<file path="config.mk">
export PLATFORM = sky130hd
export DESIGN_NAME = mscs_front
export DESIGN_NICKNAME = d
export VERILOG_FILES = /design/src/hw/rtl/mscs_pkg.sv /design/src/hw/rtl/mscs_front.sv
export SDC_FILE = /design/constraint.sdc
export NUM_CORES = 1
export LEC_CHECK = 0
export BUFFER_PORTS_ARGS = -buffer_cell sky130_fd_sc_hd__clkbuf_2
export CAP_MARGIN = 20
export CORE_MARGIN = 4
export CORE_UTILIZATION = 40
export DETAILED_ROUTE_END_ITERATION = 8
export PLACE_DENSITY = 0.95
export SYNTH_ARGS = -nofsm -noshare
export SYNTH_HDL_FRONTEND = slang
export SYNTH_SLANG_ARGS = --single-unit
</file>
<file path="constraint.sdc">
create_clock -name vclk -period 2.85
set_clock_uncertainty 0.15 [all_clocks]
set_input_delay 0.285 -clock vclk [all_inputs]
set_output_delay 0.285 -clock vclk [all_outputs]
set_load 0.01 [all_outputs]
</file>
<file path="src/hw/rtl/mscs_pkg.sv">
`timescale 1ns / 1ps

package mscs_pkg;

	// machine and memory geometry
	localparam int XLEN = 32;
	localparam int REGS = 32;
	localparam int REG_W = $clog2(REGS);
	localparam int BUDGET_W = 20;
	localparam int MEM_IDX_W = 10;
	localparam int DATA_WORDS = 1024;
	localparam logic [XLEN-1:0] DATA_BASE = 32'h1000_0000;
	localparam int DA_W = $clog2(DATA_WORDS);

	// clear pass after reset covers the larger of the two memories
	localparam int CLR_WORDS = (DATA_WORDS > REGS) ? DATA_WORDS : REGS;
	localparam int CLR_CNT_W = $clog2(CLR_WORDS + 1);

	// queue between decode and execute
	localparam int Q_DEPTH = 2;
	localparam int Q_PTR_W = (Q_DEPTH > 1) ? $clog2(Q_DEPTH) : 1;
	localparam int Q_CNT_W = $clog2(Q_DEPTH + 1);

	// stream widths
	localparam int IN_W = 32;
	localparam int RES_W = 116;
	localparam int OUT_W = 120;

	// special instruction words
	localparam logic [XLEN-1:0] INS_HALT = 32'hFFFF_FFFF;
	localparam logic [XLEN-1:0] INS_NOP = 32'h0000_0000;

	// primary opcodes
	localparam logic [5:0] OP_RTYPE = 6'd0;
	localparam logic [5:0] OP_J = 6'd2;
	localparam logic [5:0] OP_BEQ = 6'd4;
	localparam logic [5:0] OP_BNE = 6'd5;
	localparam logic [5:0] OP_ADDI = 6'd8;
	localparam logic [5:0] OP_SLTI = 6'd10;
	localparam logic [5:0] OP_ANDI = 6'd12;
	localparam logic [5:0] OP_ORI = 6'd13;
	localparam logic [5:0] OP_LUI = 6'd15;
	localparam logic [5:0] OP_LW = 6'd35;
	localparam logic [5:0] OP_SW = 6'd43;

	// r-type function codes
	localparam logic [5:0] FN_ADD = 6'd32;
	localparam logic [5:0] FN_SUB = 6'd34;
	localparam logic [5:0] FN_AND = 6'd36;
	localparam logic [5:0] FN_OR = 6'd37;
	localparam logic [5:0] FN_SLT = 6'd42;

	typedef enum logic [3:0] {
		K_NOP,
		K_HALT,
		K_BAD,
		K_ALU,
		K_JUMP,
		K_BEQ,
		K_BNE,
		K_LOAD,
		K_STORE
	} kind_t;

	typedef enum logic [2:0] {
		A_ADD,
		A_SUB,
		A_AND,
		A_OR,
		A_SLT,
		A_PASSB
	} alu_op_t;

	typedef enum logic [2:0] {
		ST_OK = 3'd0,
		ST_HALT = 3'd1,
		ST_BAD_OP = 3'd2,
		ST_BUDGET = 3'd3,
		ST_BAD_ADDR = 3'd4
	} status_t;

	// decoded instruction; for loads and stores imm already has DATA_BASE taken off
	typedef struct packed {
		kind_t kind;
		alu_op_t alu_op;
		logic use_imm;
		logic [REG_W-1:0] rs;
		logic [REG_W-1:0] rt;
		logic [REG_W-1:0] dst;
		logic [XLEN-1:0] imm;
		logic [25:0] jidx;
	} uop_t;

	typedef struct packed {
		status_t status;
		logic [XLEN-1:0] mem_value;
		logic [MEM_IDX_W-1:0] mem_word_index;
		logic mem_write;
		logic [XLEN-1:0] reg_value;
		logic [REG_W-1:0] reg_index;
		logic reg_write;
		logic [XLEN-1:0] next_pc;
	} result_t;

endpackage

</file>
<file path="src/hw/rtl/mscs_front.sv">
`timescale 1ns / 1ps

module mscs_front (
	input logic s_axis_tvalid,
	output logic s_axis_tready,
	input logic [mscs_pkg::IN_W-1:0] s_axis_tdata, // instruction[31:0]
	input logic q_full,
	input logic busy,
	output logic push,
	output mscs_pkg::uop_t uop
);

	import mscs_pkg::*;

	logic [5:0] op;
	logic [5:0] fn;
	logic [XLEN-1:0] sext;
	logic [XLEN-1:0] zext;

	// take a request whenever the queue has room and the clear pass is done
	assign s_axis_tready = !q_full && !busy;
	assign push = s_axis_tvalid && s_axis_tready;

	assign op = s_axis_tdata[31:26];
	assign fn = s_axis_tdata[5:0];
	assign sext = {{16{s_axis_tdata[15]}}, s_axis_tdata[15:0]};
	assign zext = {16'b0, s_axis_tdata[15:0]};

	// classify the instruction word
	always_comb begin
		uop.kind = K_BAD;
		uop.alu_op = A_ADD;
		uop.use_imm = 1'b0;
		uop.rs = s_axis_tdata[25:21];
		uop.rt = s_axis_tdata[20:16];
		uop.dst = s_axis_tdata[20:16];
		uop.imm = sext;
		uop.jidx = s_axis_tdata[25:0];
		if (s_axis_tdata == INS_HALT) begin
			uop.kind = K_HALT;
		end else if (s_axis_tdata == INS_NOP) begin
			uop.kind = K_NOP;
		end else begin
			unique case (op)
				OP_RTYPE: begin
					uop.dst = s_axis_tdata[15:11];
					uop.kind = K_ALU;
					unique case (fn)
						FN_ADD: uop.alu_op = A_ADD;
						FN_SUB: uop.alu_op = A_SUB;
						FN_AND: uop.alu_op = A_AND;
						FN_OR: uop.alu_op = A_OR;
						FN_SLT: uop.alu_op = A_SLT;
						default: uop.kind = K_BAD;
					endcase
				end
				OP_J: uop.kind = K_JUMP;
				OP_BEQ: uop.kind = K_BEQ;
				OP_BNE: uop.kind = K_BNE;
				OP_ADDI: begin
					uop.kind = K_ALU;
					uop.use_imm = 1'b1;
				end
				OP_SLTI: begin
					uop.kind = K_ALU;
					uop.alu_op = A_SLT;
					uop.use_imm = 1'b1;
				end
				OP_ANDI: begin
					uop.kind = K_ALU;
					uop.alu_op = A_AND;
					uop.use_imm = 1'b1;
					uop.imm = zext;
				end
				OP_ORI: begin
					uop.kind = K_ALU;
					uop.alu_op = A_OR;
					uop.use_imm = 1'b1;
					uop.imm = zext;
				end
				OP_LUI: begin
					uop.kind = K_ALU;
					uop.alu_op = A_PASSB;
					uop.use_imm = 1'b1;
					uop.imm = {s_axis_tdata[15:0], 16'b0};
				end
				OP_LW: begin
					uop.kind = K_LOAD;
					uop.imm = sext - DATA_BASE;
				end
				OP_SW: begin
					uop.kind = K_STORE;
					uop.imm = sext - DATA_BASE;
				end
				default: uop.kind = K_BAD;
			endcase
		end
	end

endmodule

</file>
==> summary.md <==
| Metric | Value |
|---|---|
| Die height | 60.3 um |
| Hold Path Class | input pin to primary output |
| Crit Path Class | input pin to primary output |
| Total die area | 3640 um^2 |
| Fillcell total | 259 |
| Fin crit period | 2.15 ns |
| Slew Limit Fails | 0 |
| Reg area | 0 um^2 |
| Antenna diodes | 0 |
| Max_cap viols | 0 |
| Fin util | 55.1% |
| Worst slew pin tran | 0.542 ns |
| Leakage | 0.000788 uW |
| Post-synthesis sequential area ratio | 0% |
| Final wirelength | 3.71 mm |
| Layout area overhead | 28.0% |
| DR vias | 1436 |
| Final Hold Viols | 0 |
| Hold path endpoint | s_axis_tready |
| Largest net degree at the start of global routing | 34 |
| Endpoint class of the critical path | primary output |
| Critical path data arrival time | 1.72 ns |
| Vias per std cell | 5.18 |
| # setup viols final | 0 |
| Core ar. | 2540 um^2 |
| Pre-antenna DRT Iters | 4 |
| Fin Hold WS | 0.647 ns |
| Post-DP HPWL | 3.11 mm |
| Number of antenna violations at the first check in global routing | 0 |
| Unique masters post-synth | 33 |
| Die W | 60.3 um |
| Num rows | 18 |
| DR WL/cell | 13.4 um |
| Hold buffers post-CTS | 0 |
| Place WS | 0.686 ns |
| Remaining global-route overflow | 0 |
| Final period utilization | 75.6% |
| Antenna-violating nets left | 0 |
| Setup ws final | 0.695 ns |
| Cells after synthesis | 176 |
| CP Max Fanout | 5 |
| Setup TNS | 0 ns |
| Detailed-route DRC error count | 0 |
| Routability cong. | 0.834 |
| Worst relative slew slack | 63.6% |
| Worst setup SP type | input pin |
| IO Count | 118 |
| Port buffer count | 118 |
| First-pass GRT wire length | 5.51 mm |
| CLK BUF | 0 |
| Unrepaired setup endpoints after global routing | false |
| Initial core utilization | 43.0% |
| Status | completed |
| PD cells | 149 nW/um^2 |
| Number of global-route vias before repair | 1260 |
| WHS Path Cells | 3 |
| Layout net count | 284 |
| Synthesized Nets | 211 |
| Gr usage total | 18.9% |
| Sequential cell count | 0 |
| Post-CTS sizing | 0 |
| Synth Cell Area | 1090 um^2 |
| Worst path required time | 2.41 ns |
| Min-delay src | busy |
| Synth Warn # | 0 |
| DRT iter0 DRCs | 60 |
| Share of cells above drive strength 1 | 51.8% |
| Peak supply drop | 0.000118 V |
| # Post-CTS Setup Buffers | 0 |
| Highest Clock Rate | 0.464 GHz |
| Mapped Avg Cell Area | 6.22 um^2 |
[layout by cell type, fill, tap and decap left out, drive strengths merged]
cell type,instances
clkbuf,118
nand2,29
nor2b,17
nor2,10
nand4,9
nor4,9
nand3,7
nor3,6
mux2,5
o21ai,5
nand3b,3
a21oi,3
inv,3
a211o,3
nor3b,3
and3,2
xnor2,2
mux2i,2
a22oi,2
and4,1
a21o,1
and3b,1
a31o,1
or2b,1
o211ai,1
and2,1
o41ai,1
buf,1
[through the flow]
step	instances	total power (uW)	cell area (um^2)
global route	277	229	1400
CTS	277	211	1400
global placement	277	207	1400
finish	277	209	1400
detailed placement	277	210	1400
floorplan	176	139	1090
[where the power goes]
group	switching (uW)	total, uW	internal, uW
Sequential	0	0	0
Clock	0	0	0
Combinational	123	209	85.1
Total	123	209	85.1
[worst max-delay path, stage by stage]
cell and delay [ns]:
clkbuf_2 0.11, nor4_1 0.32, nand4_1 0.22, o21ai_4 0.27, mux2_2 0.36, clkbuf_2 0.14
[per-layer routing]
layer	up-vias	track usage, %	share of wire, %
li1	722	-	-
met1	632	22.6	39
met2	82	36.9	50
met3	0	1.94	10
met4	0	1.58	0
met5	-	0	0
[cells in the mapped netlist]
| master | instances | area, um^2 |
|---|---|---|
| nand3b_1 | 3 | 22.5 |
| a22oi_1 | 2 | 15.0 |
| clkbuf_1 | 2 | 7.51 |
| mux2i_1 | 2 | 20.0 |
| nor3b_2 | 1 | 12.5 |
| nor3b_1 | 2 | 15.0 |
| xnor2_1 | 2 | 17.5 |
| nor4_1 | 9 | 56.3 |
| o41ai_1 | 1 | 8.76 |
| nor2_1 | 10 | 37.5 |
| a21oi_1 | 3 | 15.0 |
| and2_1 | 1 | 6.26 |
| or2b_1 | 1 | 7.51 |
| a31o_2 | 1 | 8.76 |
| buf_2 | 6 | 30.0 |
| o211ai_1 | 1 | 7.51 |
| and4_1 | 1 | 8.76 |
| and3_1 | 2 | 12.5 |
| nor3_2 | 1 | 10.0 |
| a21o_1 | 1 | 7.51 |
| nor2b_1 | 17 | 106 |
| mux2_2 | 5 | 56.3 |
| nand3_1 | 7 | 35.0 |
| clkbuf_2 | 1 | 5.00 |
| inv_1 | 3 | 11.3 |
| o21ai_4 | 1 | 16.3 |
| nand2_1 | 29 | 109 |
| a211o_1 | 3 | 26.3 |
| and3b_1 | 1 | 8.76 |
| buf_4 | 39 | 293 |
| nor3_1 | 5 | 25.0 |
| o21ai_0 | 4 | 20.0 |
| nand4_1 | 9 | 56.3 |
[layout make-up]
type / count / area [um^2] / share of cell area [%]
multi-input combinational: 125 / 754 / 53.8
timing repair buffer: 119 / 598 / 42.7
tap: 30 / 37.5 / 2.68
inverter: 3 / 11.3 / 0.804
[cells by family (layout without fill, tap and decap cells)]
| logic type | after synthesis | count (layout) | synth area share, % |
|---|---|---|---|
| AO/OA/AOI/OAI | 17 | 17 | 11.4 |
| buffers and inverters | 51 | 122 | 31.7 |
| AND/OR/NAND/NOR | 99 | 99 | 48.3 |
| multiplexers | 7 | 7 | 6.97 |
| XOR/XNOR | 2 | 2 | 1.60 |
[worst max-delay path by stage]
| stage | start | to | slack, ns | cells past startpoint |
|---|---|---|---|---|
| after floorplan | s_axis_tdata[26] | uop[76] | 0.99 | 5 |
| after global placement | s_axis_tdata[28] | uop[54] | 0.71 | 6 |
| after detailed placement | s_axis_tdata[28] | uop[54] | 0.69 | 6 |
| after CTS | s_axis_tdata[28] | uop[54] | 0.69 | 6 |
| after global routing | s_axis_tdata[28] | uop[54] | 0.55 | 6 |
| final | s_axis_tdata[7] | uop[59] | 0.70 | 6 |
Note: power is estimated with default switching activity, not from simulation.
