File: src/hw/rtl/mscs_pkg.sv
`timescale 1ns / 1ps

package mscs_pkg;

	// machine and memory geometry
	localparam int XLEN = 32;
	localparam int REGS = 32;
	localparam int REG_W = $clog2(REGS);
	localparam int BUDGET_W = 20;
	localparam int MEM_IDX_W = 10;
	localparam int DATA_WORDS = 1024;
	localparam logic [XLEN-1:0] DATA_BASE = 32'h1000_0000;
	localparam int DA_W = $clog2(DATA_WORDS);

	// clear pass after reset covers the larger of the two memories
	localparam int CLR_WORDS = (DATA_WORDS > REGS) ? DATA_WORDS : REGS;
	localparam int CLR_CNT_W = $clog2(CLR_WORDS + 1);

	// queue between decode and execute
	localparam int Q_DEPTH = 2;
	localparam int Q_PTR_W = (Q_DEPTH > 1) ? $clog2(Q_DEPTH) : 1;
	localparam int Q_CNT_W = $clog2(Q_DEPTH + 1);

	// stream widths
	localparam int IN_W = 32;
	localparam int RES_W = 116;
	localparam int OUT_W = 120;

	// special instruction words
	localparam logic [XLEN-1:0] INS_HALT = 32'hFFFF_FFFF;
	localparam logic [XLEN-1:0] INS_NOP = 32'h0000_0000;

	// primary opcodes
	localparam logic [5:0] OP_RTYPE = 6'd0;
	localparam logic [5:0] OP_J = 6'd2;
	localparam logic [5:0] OP_BEQ = 6'd4;
	localparam logic [5:0] OP_BNE = 6'd5;
	localparam logic [5:0] OP_ADDI = 6'd8;
	localparam logic [5:0] OP_SLTI = 6'd10;
	localparam logic [5:0] OP_ANDI = 6'd12;
	localparam logic [5:0] OP_ORI = 6'd13;
	localparam logic [5:0] OP_LUI = 6'd15;
	localparam logic [5:0] OP_LW = 6'd35;
	localparam logic [5:0] OP_SW = 6'd43;

	// r-type function codes
	localparam logic [5:0] FN_ADD = 6'd32;
	localparam logic [5:0] FN_SUB = 6'd34;
	localparam logic [5:0] FN_AND = 6'd36;
	localparam logic [5:0] FN_OR = 6'd37;
	localparam logic [5:0] FN_SLT = 6'd42;

	typedef enum logic [3:0] {
		K_NOP,
		K_HALT,
		K_BAD,
		K_ALU,
		K_JUMP,
		K_BEQ,
		K_BNE,
		K_LOAD,
		K_STORE
	} kind_t;

	typedef enum logic [2:0] {
		A_ADD,
		A_SUB,
		A_AND,
		A_OR,
		A_SLT,
		A_PASSB
	} alu_op_t;

	typedef enum logic [2:0] {
		ST_OK = 3'd0,
		ST_HALT = 3'd1,
		ST_BAD_OP = 3'd2,
		ST_BUDGET = 3'd3,
		ST_BAD_ADDR = 3'd4
	} status_t;

	// decoded instruction; for loads and stores imm already has DATA_BASE taken off
	typedef struct packed {
		kind_t kind;
		alu_op_t alu_op;
		logic use_imm;
		logic [REG_W-1:0] rs;
		logic [REG_W-1:0] rt;
		logic [REG_W-1:0] dst;
		logic [XLEN-1:0] imm;
		logic [25:0] jidx;
	} uop_t;

	typedef struct packed {
		status_t status;
		logic [XLEN-1:0] mem_value;
		logic [MEM_IDX_W-1:0] mem_word_index;
		logic mem_write;
		logic [XLEN-1:0] reg_value;
		logic [REG_W-1:0] reg_index;
		logic reg_write;
		logic [XLEN-1:0] next_pc;
	} result_t;

endpackage

File: src/hw/rtl/mscs_queue.sv
`timescale 1ns / 1ps

module mscs_queue (
	input logic clk,
	input logic arst_n,
	input logic push,
	input mscs_pkg::uop_t push_uop,
	output logic full,
	input logic pop,
	output logic nonempty,
	output mscs_pkg::uop_t head
);

	import mscs_pkg::*;

	uop_t slot_q [Q_DEPTH];
	logic [Q_PTR_W-1:0] wr_ptr_q;
	logic [Q_PTR_W-1:0] rd_ptr_q;
	logic [Q_CNT_W-1:0] cnt_q;

	assign full = (cnt_q == Q_CNT_W'(Q_DEPTH));
	assign nonempty = (cnt_q != '0);
	assign head = slot_q[rd_ptr_q];

	// pointers and fill count
	always_ff @(posedge clk or negedge arst_n) begin
		if (!arst_n) begin
			wr_ptr_q <= '0;
			rd_ptr_q <= '0;
			cnt_q <= '0;
		end else begin
			if (push) begin
				wr_ptr_q <= (wr_ptr_q == Q_PTR_W'(Q_DEPTH - 1)) ? '0 : wr_ptr_q + 1'b1;
			end
			if (pop) begin
				rd_ptr_q <= (rd_ptr_q == Q_PTR_W'(Q_DEPTH - 1)) ? '0 : rd_ptr_q + 1'b1;
			end
			if (push && !pop) begin
				cnt_q <= cnt_q + 1'b1;
			end else if (pop && !push) begin
				cnt_q <= cnt_q - 1'b1;
			end
		end
	end

	// entry storage
	always_ff @(posedge clk) begin
		if (push) begin
			slot_q[wr_ptr_q] <= push_uop;
		end
	end

endmodule

File: config.mk
export PLATFORM = sky130hd
export DESIGN_NAME = mscs_queue
export DESIGN_NICKNAME = d
export VERILOG_FILES = /design/src/hw/rtl/mscs_pkg.sv /design/src/hw/rtl/mscs_queue.sv
export SDC_FILE = /design/constraint.sdc
export NUM_CORES = 1
export LEC_CHECK = 0
export ABC_AREA = 0
export BUFFER_PORTS_ARGS = -buffer_cell sky130_fd_sc_hd__buf_2
export CAP_MARGIN = 20
export CORE_MARGIN = 3
export CORE_UTILIZATION = 49
export DETAILED_ROUTE_END_ITERATION = 8
export HOLD_SLACK_MARGIN = 0.05
export PLACE_DENSITY_LB_ADDON = 0.2
export SYNTH_ARGS = -nofsm -noshare
export SYNTH_HDL_FRONTEND = slang
export SYNTH_SLANG_ARGS = --single-unit
File: constraint.sdc
create_clock -name clk -period 5.7 [get_ports clk]
set_input_delay 0.855 -clock clk [delete_from_list [all_inputs] [get_ports clk]]
set_output_delay 0.855 -clock clk [all_outputs]
set_load 0.03 [all_outputs]
==> metrics.txt, run 1 <==
status=finished, final reports clean; worst vdd ir=roughly 0.28 mV; critical path cell sequence=buf_4 > mux2_4 > buf_2; Worst-Skew Late Latency=~0.41 ns; Die X=approximately 120 µm; 1st-pass router iterations=4; # IOs=between 150 and 200; cell total after placement=600; commonest non-fill, non-tap cells in the layout=buf_2 (167), edfxtp_1 (162), mux2_4 (79), clkbuf_16 (17); PwrDens=roughly 560 nW/µm²; Post-CTS Setup Inserts=0; Max-slew headroom=between 30% and 40%; final slew viol count=0; post-synthesis sequential area ratio=between 70% and 80%; first-pass GRT wire length=between 15 and 20 mm; DR vias=between 2000 and 3000; Antenna diodes=0; Ys Warns=0; clk_skew=between 0.005 and 0.006 ns; most common cell after layout, fill and taps aside=buf_2; Avg Cell Area, Syn=24.0 µm²; WP data arrival=around 2.7 ns; synthesized flop and latch total=approximately 170; chip height=between 100 and 150 µm; maxcap violations=0; RR Startpoint=wr_ptr_q$_DFFE_PN0P_; mapped cell area=roughly 6400 µm²; Placeable Area=roughly 13000 µm²; I/O Buffers=around 170; antenna violations before repair=0; post-route insts no fill=around 630; critical path's top delay family=flip-flops; CP bufs+invs=2; minimum clock period=approximately 3.5 ns; Yosys cell types=14; Area growth syn-to-layout=24.1%; R2R Setup Slk=a little over 4 ns; RSZ-0062 raised after global routing=no; Power Total=approximately 0.0044 W; Tcrit/Tclk final=between 60% and 70%; Static Leak=3.25 nW; die area=14500 µm²; Via density=4.71; Final setup viols=0; Setup WS pre-CTS=about 2.6 ns; gpl congestion=0.671; row count=41; DRC=0; CTS tree=done; routed len/inst=around 17 µm; FF-to-FF path depth=3; CP Launch Type=register; Fmax=around 0.28 GHz; ratio of cells with drive above 1 in the final layout=between 60% and 70%; starting density of the core=roughly half; setup TNS=0 ns; Tot GR Track Use=between 10% and 20%; H-tree depth=4; Critical Path Start=rd_ptr_q$_DFFE_PN0P_; ANT nets after route=0; Slew @ Worst Pin=approximately 0.9 ns; pin count of the biggest net entering global routing=82; Total Routed Length=10.5 mm; kind of critical path=reg -> out; Worst Hold Class=in -> async; layout net count=around 540; Crit Path Max Fanout=a little under 50; root buf cell=clkbuf_16; final-report hold violation count=0; Syn Nets=about 350; hold buffers post-CTS=0; grt total ovfl=0; Clock Path Buffers=2; fin util=approximately 63%; clock slew at reported path FFs=0.06 ns; # fillers=~970; Crit path required time=slightly below 5 ns; Worst Slack Setup Final=roughly 2.2 ns; clock sinks=approximately 170; CTS Buf Count=17; nature of the critical path endpoint=output port; Crit Reg-Reg Endpoint=slot_q[0][14]$_DFFE_PP_; Slowest-stage cell, CP=dfrtp_4; slowest stage delay, CP=around 1 ns; DRT iter0 DRCs=between 150 and 200; Mapped Cells=268; vias in the first global route=about 3300; cts repair resizes=0
[logic make-up after synthesis]
family                   synth area share [%]
flip-flops                               77.2
buffers and inverters                    2.72
multiplexers                             18.8
adder cells (fa/ha/maj)                 0.194
XOR/XNOR                                0.681
AND/OR/NAND/NOR                         0.447
[cell type report]
| cell class | instances | area (µm²) | area share, % |
|---|---|---|---|
| flip-flops and latches | 166 | 4970 | 62.2 |
| multi-input cells | 92 | 1300 | 16.3 |
| repair buffers | 171 | 898 | 11.3 |
| clock buffers | 20 | 437 | 5.47 |
| well taps | 172 | 215 | 2.70 |
| clock inverters | 11 | 158 | 1.97 |
| inverters | 1 | 3.75 | 0.0470 |
[state kept, by name, indices dropped and copies added, names as in the netlist]
register  count
slot_q      162
wr_ptr_q      1
rd_ptr_q      1
cnt_q         2
[stage by stage]
step	area, µm²	hold WS (ns)
floorplan	6430	0.447
global placement	7340	0.465
detailed placement	7340	0.493
CTS	7940	0.222
global route	7980	0.222
finish	7980	0.239
[cells in the mapped netlist, drive strengths merged]
master	number	share of area, %
inv	1	0.058
nor2	1	0.058
nor2b	2	0.19
edfxtp	162	76
xor2	4	0.54
dfrtp	4	1.6
mux2	81	19
xnor2	1	0.14
buf	9	2.7
or2	1	0.097
and2	1	0.097
ha	1	0.19
[worst max path at each step]
stage,depth (start not counted),to,slack [ns]
6_report,3,head[13],2.19
5_1_grt,3,head[13],2.02
4_1_cts,3,head[34],2.11
3_5_place_dp,3,head[13],2.56
3_3_place_gp,3,head[13],2.57
2_1_floorplan,1,slot_q[0][0]$_DFFE_PP_,0.77
[report_power, final]
| part | internal (W) | switching, W |
|---|---|---|
| sequential | 0.00162 | 0.000154 |
| clock | 0.000724 | 0.000411 |
| combinational | 0.000643 | 0.000886 |
[routing by layer]
layer	vias to the layer above	GRT usage, %	routed length (µm)
li1	1418	-	-
met1	1435	17.8	4170
met2	112	26.0	5320
met3	18	5.61	791
met4	0	6.80	193
met5	-	0	0
[worst register-to-register path: cells and delay by family (launching register included)]
kind                   cells  cell delay, ns
buffers and inverters      2            0.78
DFF                        1            0.42
and+or+nand+nor            1            0.12
Power figures use the tool's default switching activity.
==> run 2: changes to the inputs <==
--- a/config.mk
+++ b/config.mk
@@ -5,7 +5,7 @@
 export SDC_FILE = /design/constraint.sdc
 export NUM_CORES = 1
 export LEC_CHECK = 0
-export ABC_AREA = 0
+export ABC_AREA = 1
 export BUFFER_PORTS_ARGS = -buffer_cell sky130_fd_sc_hd__buf_2
 export CAP_MARGIN = 20
 export CORE_MARGIN = 3
==> constraint.sdc (replaced) <==
create_clock -name clk -period 3.3 [get_ports clk]
set_input_delay 0.495 -clock clk [delete_from_list [all_inputs] [get_ports clk]]
set_output_delay 0.495 -clock clk [all_outputs]
set_load 0.03 [all_outputs]
==> metrics.txt, run 2 <==
RSZ-0062 raised after global routing=no; grt total ovfl=0 (unchanged); Die X=121 µm (+0.13%); cell total after placement=612 (+2.0%); top sig layer=met5; Total Routed Length=11.0 mm (+5.1%); Synth area leader=edfxtp_1; Post-Route M1 WL=4.28 mm (+2.7%); Fmax=around 0.38 GHz; final slew viol count=0 (unchanged); synthesized flop and latch total=166 (unchanged); chip height=121 µm (+0.13%); Synth area leaders=edfxtp_1 (75%), mux2_4 (18%), buf_12 (2.5%); PwrDens=953 nW/µm² (+71%); Yosys cell types=14 (unchanged); biggest regs=slot_q (162), cnt_q (2); nature of the critical path endpoint=output port; status=finished, final reports clean; ratio of cells with drive above 1 in the final layout=59.4% (-1.5 points); Adder-Cell Fraction of Synth Area=0.194% (-0.00053 points); die area=14600 µm² (+0.26%); ANT nets after route=0 (unchanged); max reg flops=162 (unchanged); Static Leak=3.28 nW (+0.84%); DRT iter0 DRCs=226 (+15%); most frequent cell after synthesis=edfxtp_1; Met2 Wirelength=5.66 mm (+6.4%); Max-slew headroom=56.6% (+17 points); gpl congestion=0.733 (+9.2%); Antenna diodes=0 (unchanged); root buf cell=clkbuf_16; hold buffers post-CTS=1 (+1); Final setup viols=0 (unchanged); clock sinks=166 (unchanged); commonest non-fill, non-tap cells in the layout=buf_2 (167), edfxtp_1 (162), mux2_4 (79), clkbuf_16 (17); DRC=0 (unchanged); Area growth syn-to-layout=24.0% (about the same); Slew @ Worst Pin=0.651 ns (-0.257 ns); vias in the first global route=3195 (-2.5%); minimum clock period=about 2.6 ns; complex-gate fraction of the synthesized area=0% (unchanged); Clock Path Buffers=2 (unchanged); Crit path required time=2.80 ns (-2.05 ns); Worst Hold Class=in -> reg; first-pass GRT wire length=16.6 mm (-0.29%); multiplexer area fraction after synthesis=18.7% (-0.051 points); Crit Path Max Fanout=33 (-33%); FF-to-FF path depth=2 (-1); Mapped Cells=277 (+3.4%); # IOs=168 (unchanged); Commonest cells post-synth=edfxtp_1 (162), mux2_4 (79), buf_12 (8); Worst-Skew Late Latency=0.41 ns (about the same); Placeable Area=12700 µm² (unchanged); starting density of the core=50.7% (+0.14 points); post-synthesis sequential area ratio=77.0% (-0.21 points); CTS tree=done; post-route insts no fill=645 (+1.9%); kind of critical path=reg -> out; pin count of the biggest net entering global routing=70 (-15%); hold path cells=1; setup TNS=0 ns (unchanged); Post-synth EDFFs=162 (unchanged); main combinational cell family by area after synthesis=multiplexers; CP Launch Type=register; top-area cell type share of the netlist area=75.4% (-0.21 points); simple-gate portion of the synthesized area=0.640% (+0.19 points); DR vias=3093 (+3.7%); layout net count=546 (+2.1%); most common cell after layout, fill and taps aside=buf_2; 1st-pass router iterations=4 (unchanged); clk_skew=0.00226 ns (-0.00315 ns); Ys Warns=0 (unchanged); Syn Nets=363 (+2.5%); clock slew at reported path FFs=0.06 ns (about the same); H-tree depth=4 (unchanged); Tot GR Track Use=15.5% (+0.044 points); maxcap violations=0 (unchanged); cts repair resizes=0 (unchanged); post-DP HPWL=~7.4 mm; Via density=4.80 (+1.8%); Power Total=0.00762 W (+72%); worst vdd ir=0.641 mV (+130%); # fillers=937 (-2.9%); Tcrit/Tclk final=about 80%; final-report hold violation count=0 (unchanged); FFs w/ async S/R, synth=2.41% (unchanged); Avg Cell Area, Syn=23.3 µm² (-3.0%); mapped cell area=6450 µm² (+0.27%); met3 WL post-DR=849 µm (+7.3%); I/O Buffers=167 (unchanged); Post-CTS Setup Inserts=0 (unchanged); row count=41 (unchanged); WP data arrival=2.15 ns (-0.51 ns); CTS Buf Count=17 (unchanged); antenna violations before repair=1 (+1); prevailing post-synth register cell=edfxtp_1; Most flops, register=slot_q; post-synthesis share of cell area spent on xor and xnor gates=0.407% (-0.27 points); routed len/inst=17.1 µm (+3.1%)
==> run 2: changes by cell type in the layout (fill, tap and decap cells not counted), sizes merged, moves of 2 or more <==
cell / previous run / this run
nor2b: 2 / 0
clkbuf: 20 / 18
nand2: 0 / 6
inv: 1 / 6
clkinv: 6 / 11
xor2: 4 / 2
==> run 2: cells by family (layout without fill, tap and decap cells) <==
logic type    after synthesis  in the layout
flops                     166            166
mux                        81             81
buf+inv                    16            212
simple gates               10             10
xor+xnor                    3              3
fa+ha+maj                   1              1
==> run 2: final cells by class <==
class	instances	area [µm²]	share of cell area, %
inverter	7	27.5	0.344
clock inverter	14	140	1.75
clock buffer	18	429	5.37
sequential	166	4970	62.1
timing repair buffer	173	921	11.5
multi-input combinational	95	1300	16.2
tap	172	215	2.69
==> run 2: power by group <==
group	internal (W)	switching (W)
Sequential	0.00280	0.000220
Clock	0.00117	0.000717
Combinational	0.00111	0.00161
==> run 2: worst paths after layout <==
check | start | to | slack [ns]
max | rd_ptr_q$_DFFE_PN0P_ | head[58] | 0.65
min | push_uop[52] | slot_q[1][52]$_DFFE_PP_ | 0.27
max reg2reg | wr_ptr_q$_DFFE_PN0P_ | slot_q[0][46]$_DFFE_PP_ | 1.71
min reg2reg | cnt_q[1]$_DFFE_PN0P_ | cnt_q[1]$_DFFE_PN0P_ | 0.50
max in group asynchronous | arst_n | rd_ptr_q$_DFFE_PN0P_ | 2.72
min in group asynchronous | arst_n | rd_ptr_q$_DFFE_PN0P_ | 0.43
==> run 2: per-layer routing <==
metal / track usage [%] / up-vias
met5: 0 / -
met2: 25.7 / 109
met3: 5.94 / 19
li1: - / 1453
met4: 6.59 / 2
met1: 18.0 / 1510
==> run 2: worst max-delay path, stage by stage (launching register included) <==
cell and delay, ns:
dfrtp_4 0.85, buf_4 0.38, mux2_4 0.33, buf_2 0.18
==> run 2: metrics by stage <==
step	worst slack (ns)	instance area [µm²]	utilization (%)	hold WS, ns
finish	0.652	8000	62.9	0.270
CTS	0.599	8000	62.9	0.246
detailed placement	1.06	7420	58.3	0.310
floorplan	0.254	6450	-	0.199
global placement	1.07	7420	58.3	0.307
global route	0.542	8000	62.9	0.243
